[src/hw/rtl/frwe_pkg.sv]
package frwe_pkg;

  // field widths
  localparam int LEVEL_W  = 22;
  localparam int TIME_W   = 32;
  localparam int RATE_W   = 24;
  localparam int REMAIN_W = 26;
  localparam int STATUS_W = 2;

  // configuration register widths
  localparam int CFG_IDX_W  = 2;
  localparam int CFG_DATA_W = 22;
  localparam int CAP_W      = 22;
  localparam int MIN_INT_W  = 16;
  localparam int JUMP_W     = 20;
  localparam int READY_W    = 7;

  // configuration register indexes
  localparam logic [CFG_IDX_W-1:0] REG_TANK_CAPACITY = 2'd0;
  localparam logic [CFG_IDX_W-1:0] REG_MIN_INTERVAL  = 2'd1;
  localparam logic [CFG_IDX_W-1:0] REG_REFUEL_JUMP   = 2'd2;
  localparam logic [CFG_IDX_W-1:0] REG_READY_COUNT   = 2'd3;

  // configuration reset values
  localparam logic [CAP_W-1:0]     CAP_RESET     = 22'd400000;
  localparam logic [MIN_INT_W-1:0] MIN_INT_RESET = 16'd1000;
  localparam logic [JUMP_W-1:0]    JUMP_RESET    = 20'd1000;
  localparam logic [READY_W-1:0]   READY_RESET   = 7'd5;

  // arithmetic constants
  localparam logic [RATE_W-1:0] RATE_MAX      = 24'hFFFFFF;
  localparam logic [RATE_W-1:0] MIN_AVG_RATE  = 24'd100;
  localparam logic [19:0]       RATE_SCALE    = 20'd1000000; // ul per ml times ms per s
  localparam logic [9:0]        MS_PER_S      = 10'd1000;

  // level status codes
  localparam logic [STATUS_W-1:0] STATUS_NORMAL   = 2'd0;
  localparam logic [STATUS_W-1:0] STATUS_LOW      = 2'd1;
  localparam logic [STATUS_W-1:0] STATUS_CRITICAL = 2'd2;

  // shared divider widths
  localparam int DVD_W = LEVEL_W + 20;
  localparam int DVS_W = TIME_W;

  typedef struct packed {
    logic             start;
    logic [DVD_W-1:0] dividend;
    logic [DVS_W-1:0] divisor;
  } div_req_t;

  typedef struct packed {
    logic             busy;
    logic             done;
    logic [DVD_W-1:0] quotient;
  } div_rsp_t;

endpackage

[src/hw/rtl/frwe_div.sv]
module frwe_div (
  input  logic               clk_i,
  input  logic               rst_ni,
  input  frwe_pkg::div_req_t req_i,
  output frwe_pkg::div_rsp_t rsp_o
);

  localparam int CNT_W = $clog2(frwe_pkg::DVD_W + 1);

  logic [frwe_pkg::DVD_W-1:0] dvd_q;
  logic [frwe_pkg::DVS_W-1:0] dvs_q;
  logic [frwe_pkg::DVS_W-1:0] rem_q;
  logic [CNT_W-1:0]           cnt_q;
  logic                       busy_q;
  logic                       done_q;

  logic [frwe_pkg::DVS_W:0]   rem_shift;
  logic [frwe_pkg::DVS_W:0]   rem_sub;
  logic                       fits;

  // one restoring step per cycle, no borrow means the divisor fits
  assign rem_shift = {rem_q, dvd_q[frwe_pkg::DVD_W-1]};
  assign rem_sub   = rem_shift - {1'b0, dvs_q};
  assign fits      = !rem_sub[frwe_pkg::DVS_W];

  // sequencing
  always_ff @(posedge clk_i or negedge rst_ni) begin
    if (!rst_ni) begin
      busy_q <= 1'b0;
      done_q <= 1'b0;
      cnt_q  <= '0;
    end else if (req_i.start) begin
      busy_q <= 1'b1;
      done_q <= 1'b0;
      cnt_q  <= CNT_W'(frwe_pkg::DVD_W);
    end else if (busy_q) begin
      cnt_q <= cnt_q - CNT_W'(1);
      if (cnt_q == CNT_W'(1)) begin
        busy_q <= 1'b0;
        done_q <= 1'b1;
      end
    end else begin
      done_q <= 1'b0;
    end
  end

  // dividend shifts out as the quotient shifts in
  always_ff @(posedge clk_i) begin
    if (req_i.start) begin
      dvd_q <= req_i.dividend;
      dvs_q <= req_i.divisor;
      rem_q <= '0;
    end else if (busy_q) begin
      dvd_q <= {dvd_q[frwe_pkg::DVD_W-2:0], fits};
      rem_q <= fits ? rem_sub[frwe_pkg::DVS_W-1:0] : rem_shift[frwe_pkg::DVS_W-1:0];
    end
  end

  assign rsp_o.busy     = busy_q;
  assign rsp_o.done     = done_q;
  assign rsp_o.quotient = dvd_q;

endmodule

[src/hw/rtl/fuel_rate_window_estimator_core.sv]
// Fuel rate window estimator.
// Input channel (in_valid_i/in_ready_o) takes one item: a tank level in ml and
// a millisecond timestamp. Output channel (out_valid_o/out_ready_i) gives one
// item per input: windowed average rate, remaining seconds, ready flag, level
// status and whether a rate sample was pushed. Configuration registers are
// written through cfg_we_i/cfg_idx_i/cfg_wdata_i; the user must write them
// only while the block is idle, as the block itself does not enforce this.
// An item passes decide, the rate division and push (only when a rate sample
// is taken), the average division, the remaining-time division and finish.
// A division is skipped for a zero rate, an empty window or an average at or
// below 100 respectively. The next item can be accepted in the cycle after
// the result is registered. The shared radix-2 divider (one quotient bit per
// cycle, 42 bits) is used in turn for the rate, the average and the remaining
// time. in_ready_o is high only while the sequencer is idle. A finished item
// sits in the output register; a new item may be accepted meanwhile, and its
// result waits until the receiver takes the previous one.
// Reset restores the default configuration, empties the window and clears the
// reference; the window memory itself is not cleared, the fill count masks it.
module fuel_rate_window_estimator_core #(
  parameter int WINDOW_DEPTH = 30
) (
  input  logic                                clk_i,
  input  logic                                rst_ni,
  input  logic                                cfg_we_i,
  input  logic [frwe_pkg::CFG_IDX_W-1:0]      cfg_idx_i,
  input  logic [frwe_pkg::CFG_DATA_W-1:0]     cfg_wdata_i,
  input  logic                                in_valid_i,
  output logic                                in_ready_o,
  input  logic [frwe_pkg::LEVEL_W-1:0]        fuel_level_ml_i,
  input  logic [frwe_pkg::TIME_W-1:0]         time_ms_i,
  output logic                                out_valid_o,
  input  logic                                out_ready_i,
  output logic [frwe_pkg::RATE_W-1:0]         avg_rate_ulps_o,
  output logic [frwe_pkg::REMAIN_W-1:0]       remaining_seconds_o,
  output logic                                calc_ready_o,
  output logic [frwe_pkg::STATUS_W-1:0]       level_status_o,
  output logic                                sample_added_o
);

  localparam int PTR_W = (WINDOW_DEPTH > 1) ? $clog2(WINDOW_DEPTH) : 1;
  localparam int CNT_W = $clog2(WINDOW_DEPTH + 1);
  localparam int SUM_W = frwe_pkg::RATE_W + $clog2(WINDOW_DEPTH);
  localparam int CMP_W = frwe_pkg::READY_W + 1;

  // sequencer states
  localparam logic [3:0] ST_IDLE   = 4'd0;
  localparam logic [3:0] ST_DECIDE = 4'd1;
  localparam logic [3:0] ST_RMUL   = 4'd2;
  localparam logic [3:0] ST_RWAIT  = 4'd3;
  localparam logic [3:0] ST_PUSH   = 4'd4;
  localparam logic [3:0] ST_ACHK   = 4'd5;
  localparam logic [3:0] ST_AWAIT  = 4'd6;
  localparam logic [3:0] ST_MCHK   = 4'd7;
  localparam logic [3:0] ST_MWAIT  = 4'd8;
  localparam logic [3:0] ST_FINISH = 4'd9;

  logic [3:0] state_q, state_d;

  // configuration
  logic [frwe_pkg::CAP_W-1:0]     cap_q;
  logic [frwe_pkg::MIN_INT_W-1:0] min_int_q;
  logic [frwe_pkg::JUMP_W-1:0]    jump_q;
  logic [frwe_pkg::READY_W-1:0]   ready_cnt_q;

  // tracking state
  logic                          started_q;
  logic [frwe_pkg::LEVEL_W-1:0]  ref_level_q;
  logic [frwe_pkg::TIME_W-1:0]   ref_time_q;
  logic [PTR_W-1:0]              ptr_q;
  logic [CNT_W-1:0]              count_q;
  logic [SUM_W-1:0]              sum_q;

  // per-item working registers
  logic [frwe_pkg::LEVEL_W-1:0]  level_q;
  logic [frwe_pkg::TIME_W-1:0]   time_q;
  logic [frwe_pkg::TIME_W-1:0]   elapsed_q;
  logic [frwe_pkg::LEVEL_W-1:0]  drop_q;
  logic                          rate_zero_q;
  logic [frwe_pkg::STATUS_W-1:0] status_q;
  logic [frwe_pkg::RATE_W-1:0]   old_q;
  logic [SUM_W-1:0]              sum_less_q;
  logic [frwe_pkg::RATE_W-1:0]   avg_q;
  logic [frwe_pkg::REMAIN_W-1:0] remain_q;
  logic                          added_q;

  // output register
  logic                          out_valid_q;
  logic [frwe_pkg::RATE_W-1:0]   out_avg_q;
  logic [frwe_pkg::REMAIN_W-1:0] out_remain_q;
  logic                          out_ready_flag_q;
  logic [frwe_pkg::STATUS_W-1:0] out_status_q;
  logic                          out_added_q;

  // window store
  logic [frwe_pkg::RATE_W-1:0]   win_mem [WINDOW_DEPTH];

  frwe_pkg::div_req_t div_req;
  frwe_pkg::div_rsp_t div_rsp;

  logic                          in_acc;
  logic                          out_free;
  logic                          win_full;
  logic [frwe_pkg::LEVEL_W:0]    rise;
  logic [frwe_pkg::LEVEL_W:0]    fall;
  logic                          is_refuel;
  logic                          take_sample;
  logic [frwe_pkg::REMAIN_W-1:0] level_x10;
  logic [frwe_pkg::REMAIN_W-1:0] level_x4;
  logic [frwe_pkg::REMAIN_W-1:0] cap_ext;
  logic [frwe_pkg::RATE_W-1:0]   rate_new;
  logic                          mem_we;
  logic                          mem_re;

  assign in_ready_o = (state_q == ST_IDLE);
  assign in_acc     = in_valid_i && in_ready_o;
  assign out_free   = !out_valid_q || out_ready_i;
  assign win_full   = (count_q == CNT_W'(WINDOW_DEPTH));

  // refuel and drop tests against the reference
  assign rise        = {1'b0, level_q} - {1'b0, ref_level_q};
  assign fall        = {1'b0, ref_level_q} - {1'b0, level_q};
  assign is_refuel   = !rise[frwe_pkg::LEVEL_W] &&
                       (rise[frwe_pkg::LEVEL_W-1:0] > frwe_pkg::LEVEL_W'(jump_q));
  assign take_sample = (elapsed_q > frwe_pkg::TIME_W'(min_int_q));

  // level thresholds at 10 and 25 percent
  assign level_x10 = frwe_pkg::REMAIN_W'(level_q) * frwe_pkg::REMAIN_W'(10);
  assign level_x4  = {2'b00, level_q, 2'b00};
  assign cap_ext   = frwe_pkg::REMAIN_W'(cap_q);

  // saturated rate from the divider
  always_comb begin
    if (rate_zero_q) begin
      rate_new = '0;
    end else if (div_rsp.quotient[frwe_pkg::DVD_W-1:frwe_pkg::RATE_W] != '0) begin
      rate_new = frwe_pkg::RATE_MAX;
    end else begin
      rate_new = div_rsp.quotient[frwe_pkg::RATE_W-1:0];
    end
  end

  assign mem_re = (state_q == ST_DECIDE);
  assign mem_we = (state_q == ST_PUSH);

  // window memory, read before the push overwrites the oldest entry
  always_ff @(posedge clk_i) begin
    if (mem_we) begin
      win_mem[ptr_q] <= rate_new;
    end
    if (mem_re) begin
      old_q <= win_mem[ptr_q];
    end
  end

  // divider requests per state
  always_comb begin
    div_req = '0;
    case (state_q)
      ST_RMUL: begin
        div_req.start    = !rate_zero_q;
        div_req.dividend = frwe_pkg::DVD_W'(drop_q) * frwe_pkg::DVD_W'(frwe_pkg::RATE_SCALE);
        div_req.divisor  = elapsed_q;
      end
      ST_ACHK: begin
        div_req.start    = (count_q != '0);
        div_req.dividend = frwe_pkg::DVD_W'(sum_q);
        div_req.divisor  = frwe_pkg::DVS_W'(count_q);
      end
      ST_MCHK: begin
        div_req.start    = (avg_q > frwe_pkg::MIN_AVG_RATE);
        div_req.dividend = frwe_pkg::DVD_W'(level_q) * frwe_pkg::DVD_W'(frwe_pkg::MS_PER_S);
        div_req.divisor  = frwe_pkg::DVS_W'(avg_q);
      end
      default: begin
        div_req = '0;
      end
    endcase
  end

  frwe_div u_div (
    .clk_i  (clk_i),
    .rst_ni (rst_ni),
    .req_i  (div_req),
    .rsp_o  (div_rsp)
  );

  // next state
  always_comb begin
    state_d = state_q;
    case (state_q)
      ST_IDLE: begin
        if (in_acc) begin
          state_d = ST_DECIDE;
        end
      end
      ST_DECIDE: begin
        if (started_q && !is_refuel && take_sample) begin
          state_d = ST_RMUL;
        end else begin
          state_d = ST_ACHK;
        end
      end
      ST_RMUL: begin
        state_d = rate_zero_q ? ST_PUSH : ST_RWAIT;
      end
      ST_RWAIT: begin
        if (div_rsp.done) begin
          state_d = ST_PUSH;
        end
      end
      ST_PUSH: begin
        state_d = ST_ACHK;
      end
      ST_ACHK: begin
        state_d = (count_q != '0) ? ST_AWAIT : ST_MCHK;
      end
      ST_AWAIT: begin
        if (div_rsp.done) begin
          state_d = ST_MCHK;
        end
      end
      ST_MCHK: begin
        state_d = (avg_q > frwe_pkg::MIN_AVG_RATE) ? ST_MWAIT : ST_FINISH;
      end
      ST_MWAIT: begin
        if (div_rsp.done) begin
          state_d = ST_FINISH;
        end
      end
      ST_FINISH: begin
        if (out_free) begin
          state_d = ST_IDLE;
        end
      end
      default: begin
        state_d = ST_IDLE;
      end
    endcase
  end

  // control and tracking state
  always_ff @(posedge clk_i or negedge rst_ni) begin
    if (!rst_ni) begin
      state_q     <= ST_IDLE;
      cap_q       <= frwe_pkg::CAP_RESET;
      min_int_q   <= frwe_pkg::MIN_INT_RESET;
      jump_q      <= frwe_pkg::JUMP_RESET;
      ready_cnt_q <= frwe_pkg::READY_RESET;
      started_q   <= 1'b0;
      ref_level_q <= '0;
      ref_time_q  <= '0;
      ptr_q       <= '0;
      count_q     <= '0;
      sum_q       <= '0;
      out_valid_q <= 1'b0;
    end else begin
      state_q <= state_d;

      // register writes
      if (cfg_we_i) begin
        case (cfg_idx_i)
          frwe_pkg::REG_TANK_CAPACITY: cap_q <= cfg_wdata_i[frwe_pkg::CAP_W-1:0];
          frwe_pkg::REG_MIN_INTERVAL:  min_int_q <= cfg_wdata_i[frwe_pkg::MIN_INT_W-1:0];
          frwe_pkg::REG_REFUEL_JUMP:   jump_q <= cfg_wdata_i[frwe_pkg::JUMP_W-1:0];
          frwe_pkg::REG_READY_COUNT:   ready_cnt_q <= cfg_wdata_i[frwe_pkg::READY_W-1:0];
          default: begin
          end
        endcase
      end

      // first sample and refuel move the reference, refuel empties the window
      if (state_q == ST_DECIDE) begin
        if (!started_q) begin
          started_q   <= 1'b1;
          ref_level_q <= level_q;
          ref_time_q  <= time_q;
        end else if (is_refuel) begin
          ref_level_q <= level_q;
          ref_time_q  <= time_q;
          ptr_q       <= '0;
          count_q     <= '0;
          sum_q       <= '0;
        end
      end

      // push the new rate into the ring
      if (state_q == ST_PUSH) begin
        sum_q       <= sum_less_q + SUM_W'(rate_new);
        ptr_q       <= (ptr_q == PTR_W'(WINDOW_DEPTH - 1)) ? '0 : ptr_q + PTR_W'(1);
        ref_level_q <= level_q;
        ref_time_q  <= time_q;
        if (!win_full) begin
          count_q <= count_q + CNT_W'(1);
        end
      end

      // output item handshake
      if (state_q == ST_FINISH && out_free) begin
        out_valid_q <= 1'b1;
      end else if (out_ready_i) begin
        out_valid_q <= 1'b0;
      end
    end
  end

  // per-item datapath registers
  always_ff @(posedge clk_i) begin
    if (in_acc) begin
      level_q   <= fuel_level_ml_i;
      time_q    <= time_ms_i;
      elapsed_q <= time_ms_i - ref_time_q;
      added_q   <= 1'b0;
      avg_q     <= '0;
      remain_q  <= '0;
    end
    if (state_q == ST_DECIDE) begin
      drop_q      <= fall[frwe_pkg::LEVEL_W-1:0];
      rate_zero_q <= fall[frwe_pkg::LEVEL_W] ||
                     (fall[frwe_pkg::LEVEL_W-1:0] <= frwe_pkg::LEVEL_W'(1));
      if (level_x10 < cap_ext) begin
        status_q <= frwe_pkg::STATUS_CRITICAL;
      end else if (level_x4 < cap_ext) begin
        status_q <= frwe_pkg::STATUS_LOW;
      end else begin
        status_q <= frwe_pkg::STATUS_NORMAL;
      end
    end
    if (state_q == ST_RMUL) begin
      sum_less_q <= sum_q - (win_full ? SUM_W'(old_q) : '0);
    end
    if (state_q == ST_PUSH) begin
      added_q <= 1'b1;
    end
    if (state_q == ST_AWAIT && div_rsp.done) begin
      avg_q <= div_rsp.quotient[frwe_pkg::RATE_W-1:0];
    end
    if (state_q == ST_MWAIT && div_rsp.done) begin
      remain_q <= div_rsp.quotient[frwe_pkg::REMAIN_W-1:0];
    end
    if (state_q == ST_FINISH && out_free) begin
      out_avg_q        <= avg_q;
      out_remain_q     <= remain_q;
      out_ready_flag_q <= (CMP_W'(count_q) >= CMP_W'(ready_cnt_q));
      out_status_q     <= status_q;
      out_added_q      <= added_q;
    end
  end

  assign out_valid_o         = out_valid_q;
  assign avg_rate_ulps_o     = out_avg_q;
  assign remaining_seconds_o = out_remain_q;
  assign calc_ready_o        = out_ready_flag_q;
  assign level_status_o      = out_status_q;
  assign sample_added_o      = out_added_q;

  // fill count never passes the ring depth
  a_count_bound: assert property (@(posedge clk_i) disable iff (!rst_ni)
    CMP_W'(count_q) <= CMP_W'(WINDOW_DEPTH))
    else $error("window fill count above depth");

  // ring pointer stays inside the ring
  a_ptr_bound: assert property (@(posedge clk_i) disable iff (!rst_ni)
    CMP_W'(ptr_q) < CMP_W'(WINDOW_DEPTH))
    else $error("window pointer out of range");

  // a divider result only arrives while the sequencer waits for one
  a_div_done: assert property (@(posedge clk_i) disable iff (!rst_ni)
    div_rsp.done |-> (state_q == ST_RWAIT || state_q == ST_AWAIT || state_q == ST_MWAIT))
    else $error("divider done outside a wait state");

  // the shared divider is only started once the previous division is over
  a_div_free: assert property (@(posedge clk_i) disable iff (!rst_ni)
    div_req.start |-> !div_rsp.busy)
    else $error("divider started while busy");

  // an accepted item is decided in the next cycle
  a_accept_decide: assert property (@(posedge clk_i) disable iff (!rst_ni)
    in_acc |=> (state_q == ST_DECIDE))
    else $error("accepted item not decided");

endmodule

[config.mk]
export PLATFORM = sky130hd
export DESIGN_NAME = fuel_rate_window_estimator_core
export DESIGN_NICKNAME = d
export VERILOG_FILES = /design/src/hw/rtl/frwe_pkg.sv /design/src/hw/rtl/frwe_div.sv /design/src/hw/rtl/fuel_rate_window_estimator_core.sv
export SDC_FILE = /design/constraint.sdc
export NUM_CORES = 2
export LEC_CHECK = 0
export ABC_AREA = 1
export BUFFER_PORTS_ARGS = -buffer_cell sky130_fd_sc_hd__buf_2
export CORE_ASPECT_RATIO = 1.2
export CORE_MARGIN = 2
export CORE_UTILIZATION = 60
export CTS_BUF_LIST = sky130_fd_sc_hd__clkbuf_8
export DETAILED_ROUTE_END_ITERATION = 6
export HOLD_SLACK_MARGIN = 0.12
export PLACE_DENSITY = 0.79
export SLEW_MARGIN = 20
export SYNTH_ARGS = -nofsm -noshare
export SYNTH_HDL_FRONTEND = slang
export SYNTH_SLANG_ARGS = --single-unit
[constraint.sdc]
create_clock -name clk_i -period 6.7 [get_ports clk_i]
set_input_delay 0.335 -clock clk_i [delete_from_list [all_inputs] [get_ports clk_i]]
set_output_delay 0.335 -clock clk_i [all_outputs]
set_load 0.05 [all_outputs]
# After elaboration in Yosys (flattened, before gate mapping)
# Memory sizes are Yosys's and may differ from the RTL's. A register that Yosys moved wholly into a read port is not among the register bits.
# Index checks and enable logic that the tools add are counted.
[op_classes] eq_ne=22 bitwise=0 order_cmp=7 n_reduce_logical=32 n_div=0 add_sub_neg=9 n_shift=0 mul=3 mux=56
[op_table] operator="$pmux 75 s3" n=1
[op_table] operator="$mux 32" n=5
[op_table] operator="$mux 24" n=5
[op_table] operator="$mux 29" n=4
[op_table] operator="$mux 22" n=4
[op_table] operator="$mux 42" n=2
[op_table] operator="$mux 26" n=2
[op_table] operator="$mux 5" n=10
[op_table] operator="$sub 22x22->23" n=2
[op_table] operator="$pmux 4 s10" n=1
[op_table] operator="$mul 22x14->36 const B" n=1
[op_table] operator="$sub 33x32->33" n=1
[op_table] operator="$gt 32x16->1" n=1
[op_table] operator="$sub 32x32->32" n=1
[op_table] operator="$add 29x24->29" n=1
[op_table] operator="$mul 22x7->29 const B" n=1
[op_table] operator="$sub 29x24->29" n=1
[op_table] operator="$lt 26x22->1" n=1
[op_table] operator="$mul 22x3->25 const B" n=1
[op_table] operator="$gt 24x7->1 const B" n=1
[op_table] operator="$lt 24x22->1" n=1
[op_table] operator="$gt 22x20->1" n=1
[op_table] operator="$le 22x1->1 const B" n=1
[op_table] operator="$mux 4" n=5
[op_table] operator="other kinds (29)" n=75
[word_totals] mem_count=1 wordCells=163 latchBits=0 ram_bits=720 rom_bits=0 regBits=523
[memory_table] memory="win_mem" words=30 word_bits=24 rd=1 rd_ports_with_merged_regs=1 write_ports=1 line_no="fuel_rate_window_estimator_core.sv:95" text="logic [frwe_pkg::RATE_W-1:0] win_mem [WINDOW_DEPTH];"

# Logic depth before layout (Yosys ltp)
[depth] depth_word=8 ltp_mapped=31 depth_no_buf=29

# Hierarchy
# A second synthesis with hierarchy kept.
[hier_totals] hier_cells=7027 hier_area_um2=69731.9
[by_module_without_submodules] module="fuel_rate_window_estimator_core" cells_per_inst=5942 instances=1 area_each_um2=62361.1
[by_module_without_submodules] module="frwe_div" cells_per_inst=1085 instances=1 area_each_um2=7370.8

# Least setup slack after synthesis
# OpenSTA, ideal clock, no wires.
[synth_path] kind="register to register" startpoint="register drop_q[4] (netlist name)" endpoint="register u_div.dvd_q[36] (netlist name) (data pin)" path_stages_with_launch=25 setup_slack_ns=1.560 arrival_ns=4.879 synth_period_minus_slack_ns=5.140 setup_time_ns=0.260 cell_sequence="edfxtp_1 > inv_1 > fa_1 > inv_1 > fa_1 > fa_1 > fa_1 > ha_1 > inv_1 > fa_1 > inv_1 > ha_1 > nand2_1 > nor2_1 > nand4_1 > o21ai_0 > nand2_1 > nand2_1 > nand2_1 > nand2_1 > nand2_1 > nand2_1 > nand2_1 > nand2_1 > o21ai_0"
[synth_between] elab_chain_len=3
[synth_lines] element="from (decl)" line_no="fuel_rate_window_estimator_core.sv:77" text="logic [frwe_pkg::LEVEL_W-1:0] drop_q;"
[synth_lines] element="from (signal assigned)" line_no="fuel_rate_window_estimator_core.sv:317" text="drop_q <= fall[frwe_pkg::LEVEL_W-1:0];"
[synth_lines] element="$mul 22x14->36" line_no="fuel_rate_window_estimator_core.sv:161" text="div_req.dividend = frwe_pkg::DVD_W'(drop_q) * frwe_pkg::DVD_W'(frwe_pkg::RATE_SCALE);"
[synth_lines] element="$pmux 75 s3" line_no="fuel_rate_window_estimator_core.sv:158" text="case (state_q)"
[synth_lines] element="$mux 42" line_no="frwe_div.sv:49" text="if (req_i.start) begin"
[synth_lines] element="to (signal assigned)" line_no="frwe_div.sv:50" text="dvd_q <= req_i.dividend;"
[synth_lines] element="to (signal assigned)" line_no="frwe_div.sv:54" text="dvd_q <= {dvd_q[frwe_pkg::DVD_W-2:0], fits};"
[synth_lines] element="to (decl)" line_no="frwe_div.sv:10" text="logic [frwe_pkg::DVD_W-1:0] dvd_q;"
# Every way passes these cells.
# A chain may end at the register's enable or synchronous reset.

# Worst setup path in the final report
[layout_path] startpoint="register u_div.dvd_q[24] (netlist name)" endpoint="register sum_q[28]"
[layout_between] elab_chain_len=5
[layout_lines] element="$reduce_bool 18->1" line_no="fuel_rate_window_estimator_core.sv:135" text="end else if (div_rsp.quotient[frwe_pkg::DVD_W-1:frwe_pkg::RATE_W] != '0) begin"
[layout_lines] element="$mux 24" line_no="fuel_rate_window_estimator_core.sv:135"
[layout_lines] element="$mux 24" line_no="fuel_rate_window_estimator_core.sv:133" text="if (rate_zero_q) begin"
[layout_lines] element="net rate_new (one bit)" line_no="fuel_rate_window_estimator_core.sv:110" text="logic [frwe_pkg::RATE_W-1:0] rate_new;"
[layout_lines] element="$add 29x24->29" line_no="fuel_rate_window_estimator_core.sv:288" text="sum_q <= sum_less_q + SUM_W'(rate_new);"
[layout_lines] element="$mux 29" line_no="fuel_rate_window_estimator_core.sv:287" text="if (state_q == ST_PUSH) begin"
[layout_lines] element="to (signal assigned)" line_no="fuel_rate_window_estimator_core.sv:288"
[layout_lines] element="to (decl)" line_no="fuel_rate_window_estimator_core.sv:71" text="logic [SUM_W-1:0] sum_q;"
# The timed path passes the listed nets, and every way through them passes these cells.

==> metrics.txt <==
Final min period between 6 and 7 ns; H-Tree Level Count 4; startpoint types flip-flop; setup_tns 0 ns; clock sinks about 1300; detailed-route via count 52700; Layout Area Growth over Synthesis 11.3%; highest routed metal layer met5; initial antenna violation count 2; Slew Viols, Final 0; kind of cell adding the most delay to the critical path simple AND/OR/NAND/NOR gates; met3 WL 15.6 mm; M1 WL 76.8 mm; Clock Tree Buf Depth 3; CP Data Required Time 7.53 ns; most common cell in the netlist nand2_1; count of final setup violators 0; DRC 0; Reg clk slew, reported paths 0.07 ns; vias per inst 5.96; mapped cell area 0.0692 mm2; Pre-Repair DR Iteration Count 6; clk_lat worst skew 0.96 ns; Die Width 314 um; CP Cell Sequence nor4_1, nand4_1, nand3b_1, buf_4, o21ai_0, clkinv_1, ha_1, inv_1, o21ai_0, a21oi_1, nand2_1, nand2_1, nand3_1, a21oi_1, o21ai_0, nand3_1, nand3_1, nand2_1; Critical Path Fanout Max 31; Ys Warns 0; net count reported at finish 7891; CTS tree yes; post-synthesis sequential area ratio 0.533; outcome complete, no violations; unrepaired setup endpoints after global routing false; max incr delay on CP 0.87 ns; vias in the first global route 52800; Seq cells post-synth roughly 1300; number of flops mapped to enable cells by yosys 1062; post-synthesis cell count 6831; distinct cell type count after synthesis 60; top cell type's share of synthesized area 0.461; row cnt 136; post-detail-place hpwl 140 mm; Starting Density 0.604; I/O Buffers 138; CTS Buf Count 190; Slew @ Worst Pin 1.18 ns; Core Footprint 0.115 mm2; highest clock rate 163 MHz; Main synth FF type edfxtp_1; gpl congestion about 0.98; first-pass GRT wire length 307 mm; kind of critical path flip-flop to flip-flop; Async SR Flop Fraction 0.136; Hold Fails Final Rpt 0; Commonest cells post-synth nand2_1 (1064), edfxtp_1 (1062), inv_1 (844); DR WL/cell 22.8 um; gr ovfl total 0; wire length on met2 96.6 mm; Vert. Die Dim about 380 um; final period utilization 0.915; Crit. End Element flip-flop; GRT Total Usage 0.343; Synth area leader edfxtp_1; syn_area_per_cell approximately 10 um2; CP bufs+invs 3; final WL 201 mm; WP data arrival 6.96 ns; Setup Skew 0.0843 ns; die area between 0.1 and 0.15 mm2; MaxCap Viol Count 0; Syn Nets between 7000 and 8000; Iteration-0 DRC Markers 5530; maximum number of pins on one net before global-route repair 186; Slowest-stage cell, CP clkinv_1; ANT nets after route 0; share of cells above drive strength 1 0.0846; # IOs 139; synth top area cells edfxtp_1 (46%), ha_1 (8.6%), nand2_1 (5.8%), dfrtp_1 (5.5%), o21ai_0 (5.0%); Slew HR 0.215; Root Driver clkbuf_8; worst hold path type primary input to flip-flop; fillers 8662
-- repair_timing --
action,in CTS,in global routing
endpoints found under the hold margin,328,0
resized for setup,0,0
setup buffers,0,0
hold buffers,148,0
-- state kept, by name, indices dropped and copies added, names as in the netlist, 26 cells and up --
signal and flops:
elapsed_q 32, ref_time_q 32, remain_q 26, remaining_seconds_o 26, sum_less_q 29, sum_q 29, time_q 32, u_div.dvd_q 42
u_div.dvs_q 32, u_div.rem_q 32, win_mem 720
-- path summary, 6_finish.rpt --
kind | from | end | slack (ns) | cells past startpoint
worst min register to register | remain_q[1]$_SDFFCE_PN0P_ | remaining_seconds_o[1]$_DFFE_PP_ | 0.42 | 0
worst max-delay path | u_div.dvd_q[24]$_DFFE_PP_ | sum_q[28]$_DFFE_PN0P_ | 0.57 | 18
worst max register to register | u_div.dvd_q[24]$_DFFE_PP_ | sum_q[28]$_DFFE_PN0P_ | 0.57 | 18
worst min-delay path | fuel_level_ml_i[3] | level_q[3]$_DFFE_PP_ | 0.20 | 2
max in group asynchronous | rst_ni | ref_time_q[29]$_DFFE_PN0P_ | 5.33 | 4
min in group asynchronous | rst_ni | cap_q[18]$_DFFE_PN1P_ | 0.66 | 3
-- worst register-to-register path, delay by kind of cell, from the launching register on --
family / cells / cell delay [ns]
fa+ha+maj: 1 / 0.76
buf+inv: 3 / 1.34
simple gates: 9 / 2.14
flops: 1 / 0.46
compound gates: 5 / 1.33
-- layer usage --
metal / vias up / GRT usage
li1: 24300 / -
met1: 25300 / 0.426
met4: 2 / 0.196
met2: 2503 / 0.567
met5: - / 0
met3: 607 / 0.0608
-- cell families (layout without fill, tap and decap cells) --
family,count (synthesis),count (layout),share of synthesized area
adder cells (fa/ha/maj),643,643,0.135
XOR/XNOR,153,153,0.0194
AND/OR/NAND/NOR,2183,2183,0.129
AO/OA/AOI/OAI,1513,1513,0.124
buffers and inverters,1072,1559,0.0601
flip-flops,1267,1267,0.533
other,0,7,0
-- layout by cell type, fill, tap and decap left out, types with 10 or more instances in the layout --
cell type	count
nor3_1	41
bufinv_16	12
buf_2	137
o221ai_1	11
clkbuf_8	204
nor2_2	37
a21oi_1	371
o21bai_1	28
fa_1	170
xor2_1	86
nor2_1	668
o21ai_0	689
o31ai_1	10
nand2_2	41
xnor2_1	67
a21o_1	29
dfxtp_1	33
o211ai_1	19
ha_1	473
dfstp_2	20
edfxtp_1	1062
nor4_1	23
or2_2	14
a31oi_1	30
a221oi_1	33
nand2_1	1063
buf_4	67
dfrtp_1	150
nand3_1	204
o21a_1	11
nand4_1	64
dlygate4sd3_1	147
clkinv_2	23
a22o_1	42
inv_1	897
a21boi_0	10
o21ai_2	12
o22ai_1	186
clkinv_1	35
-- layout make-up --
cell class,instances,area (um2),share of cell area
clock buffers,203,2790,0.0363
diodes,7,17.5,0.000227
inverters,853,3210,0.0417
clock inverters,142,1070,0.0139
well taps,1518,1900,0.0246
flip-flops and latches,1267,36900,0.479
multi-input cells,4492,28300,0.367
repair buffers,361,2860,0.0371
-- stage by stage --
stage | utilization | instances | setup WS [ns] | hold WS (ns) | instance area [um2]
CTS | 0.673 | 8836 | 1.06 | 0.120 | 77000
global route | 0.673 | 8837 | 0.352 | 0.160 | 77000
floorplan | - | 6831 | 1.56 | 0.0394 | 69200
detailed placement | 0.626 | 8343 | 1.07 | 0.405 | 71700
global placement | 0.626 | 8343 | 1.05 | 0.401 | 71700
finish | 0.673 | 8843 | 0.568 | 0.201 | 77100
Power is left out: the tool's default activity adds up to more than one toggle a clock period on the data nets, which glitch-free logic cannot reach.
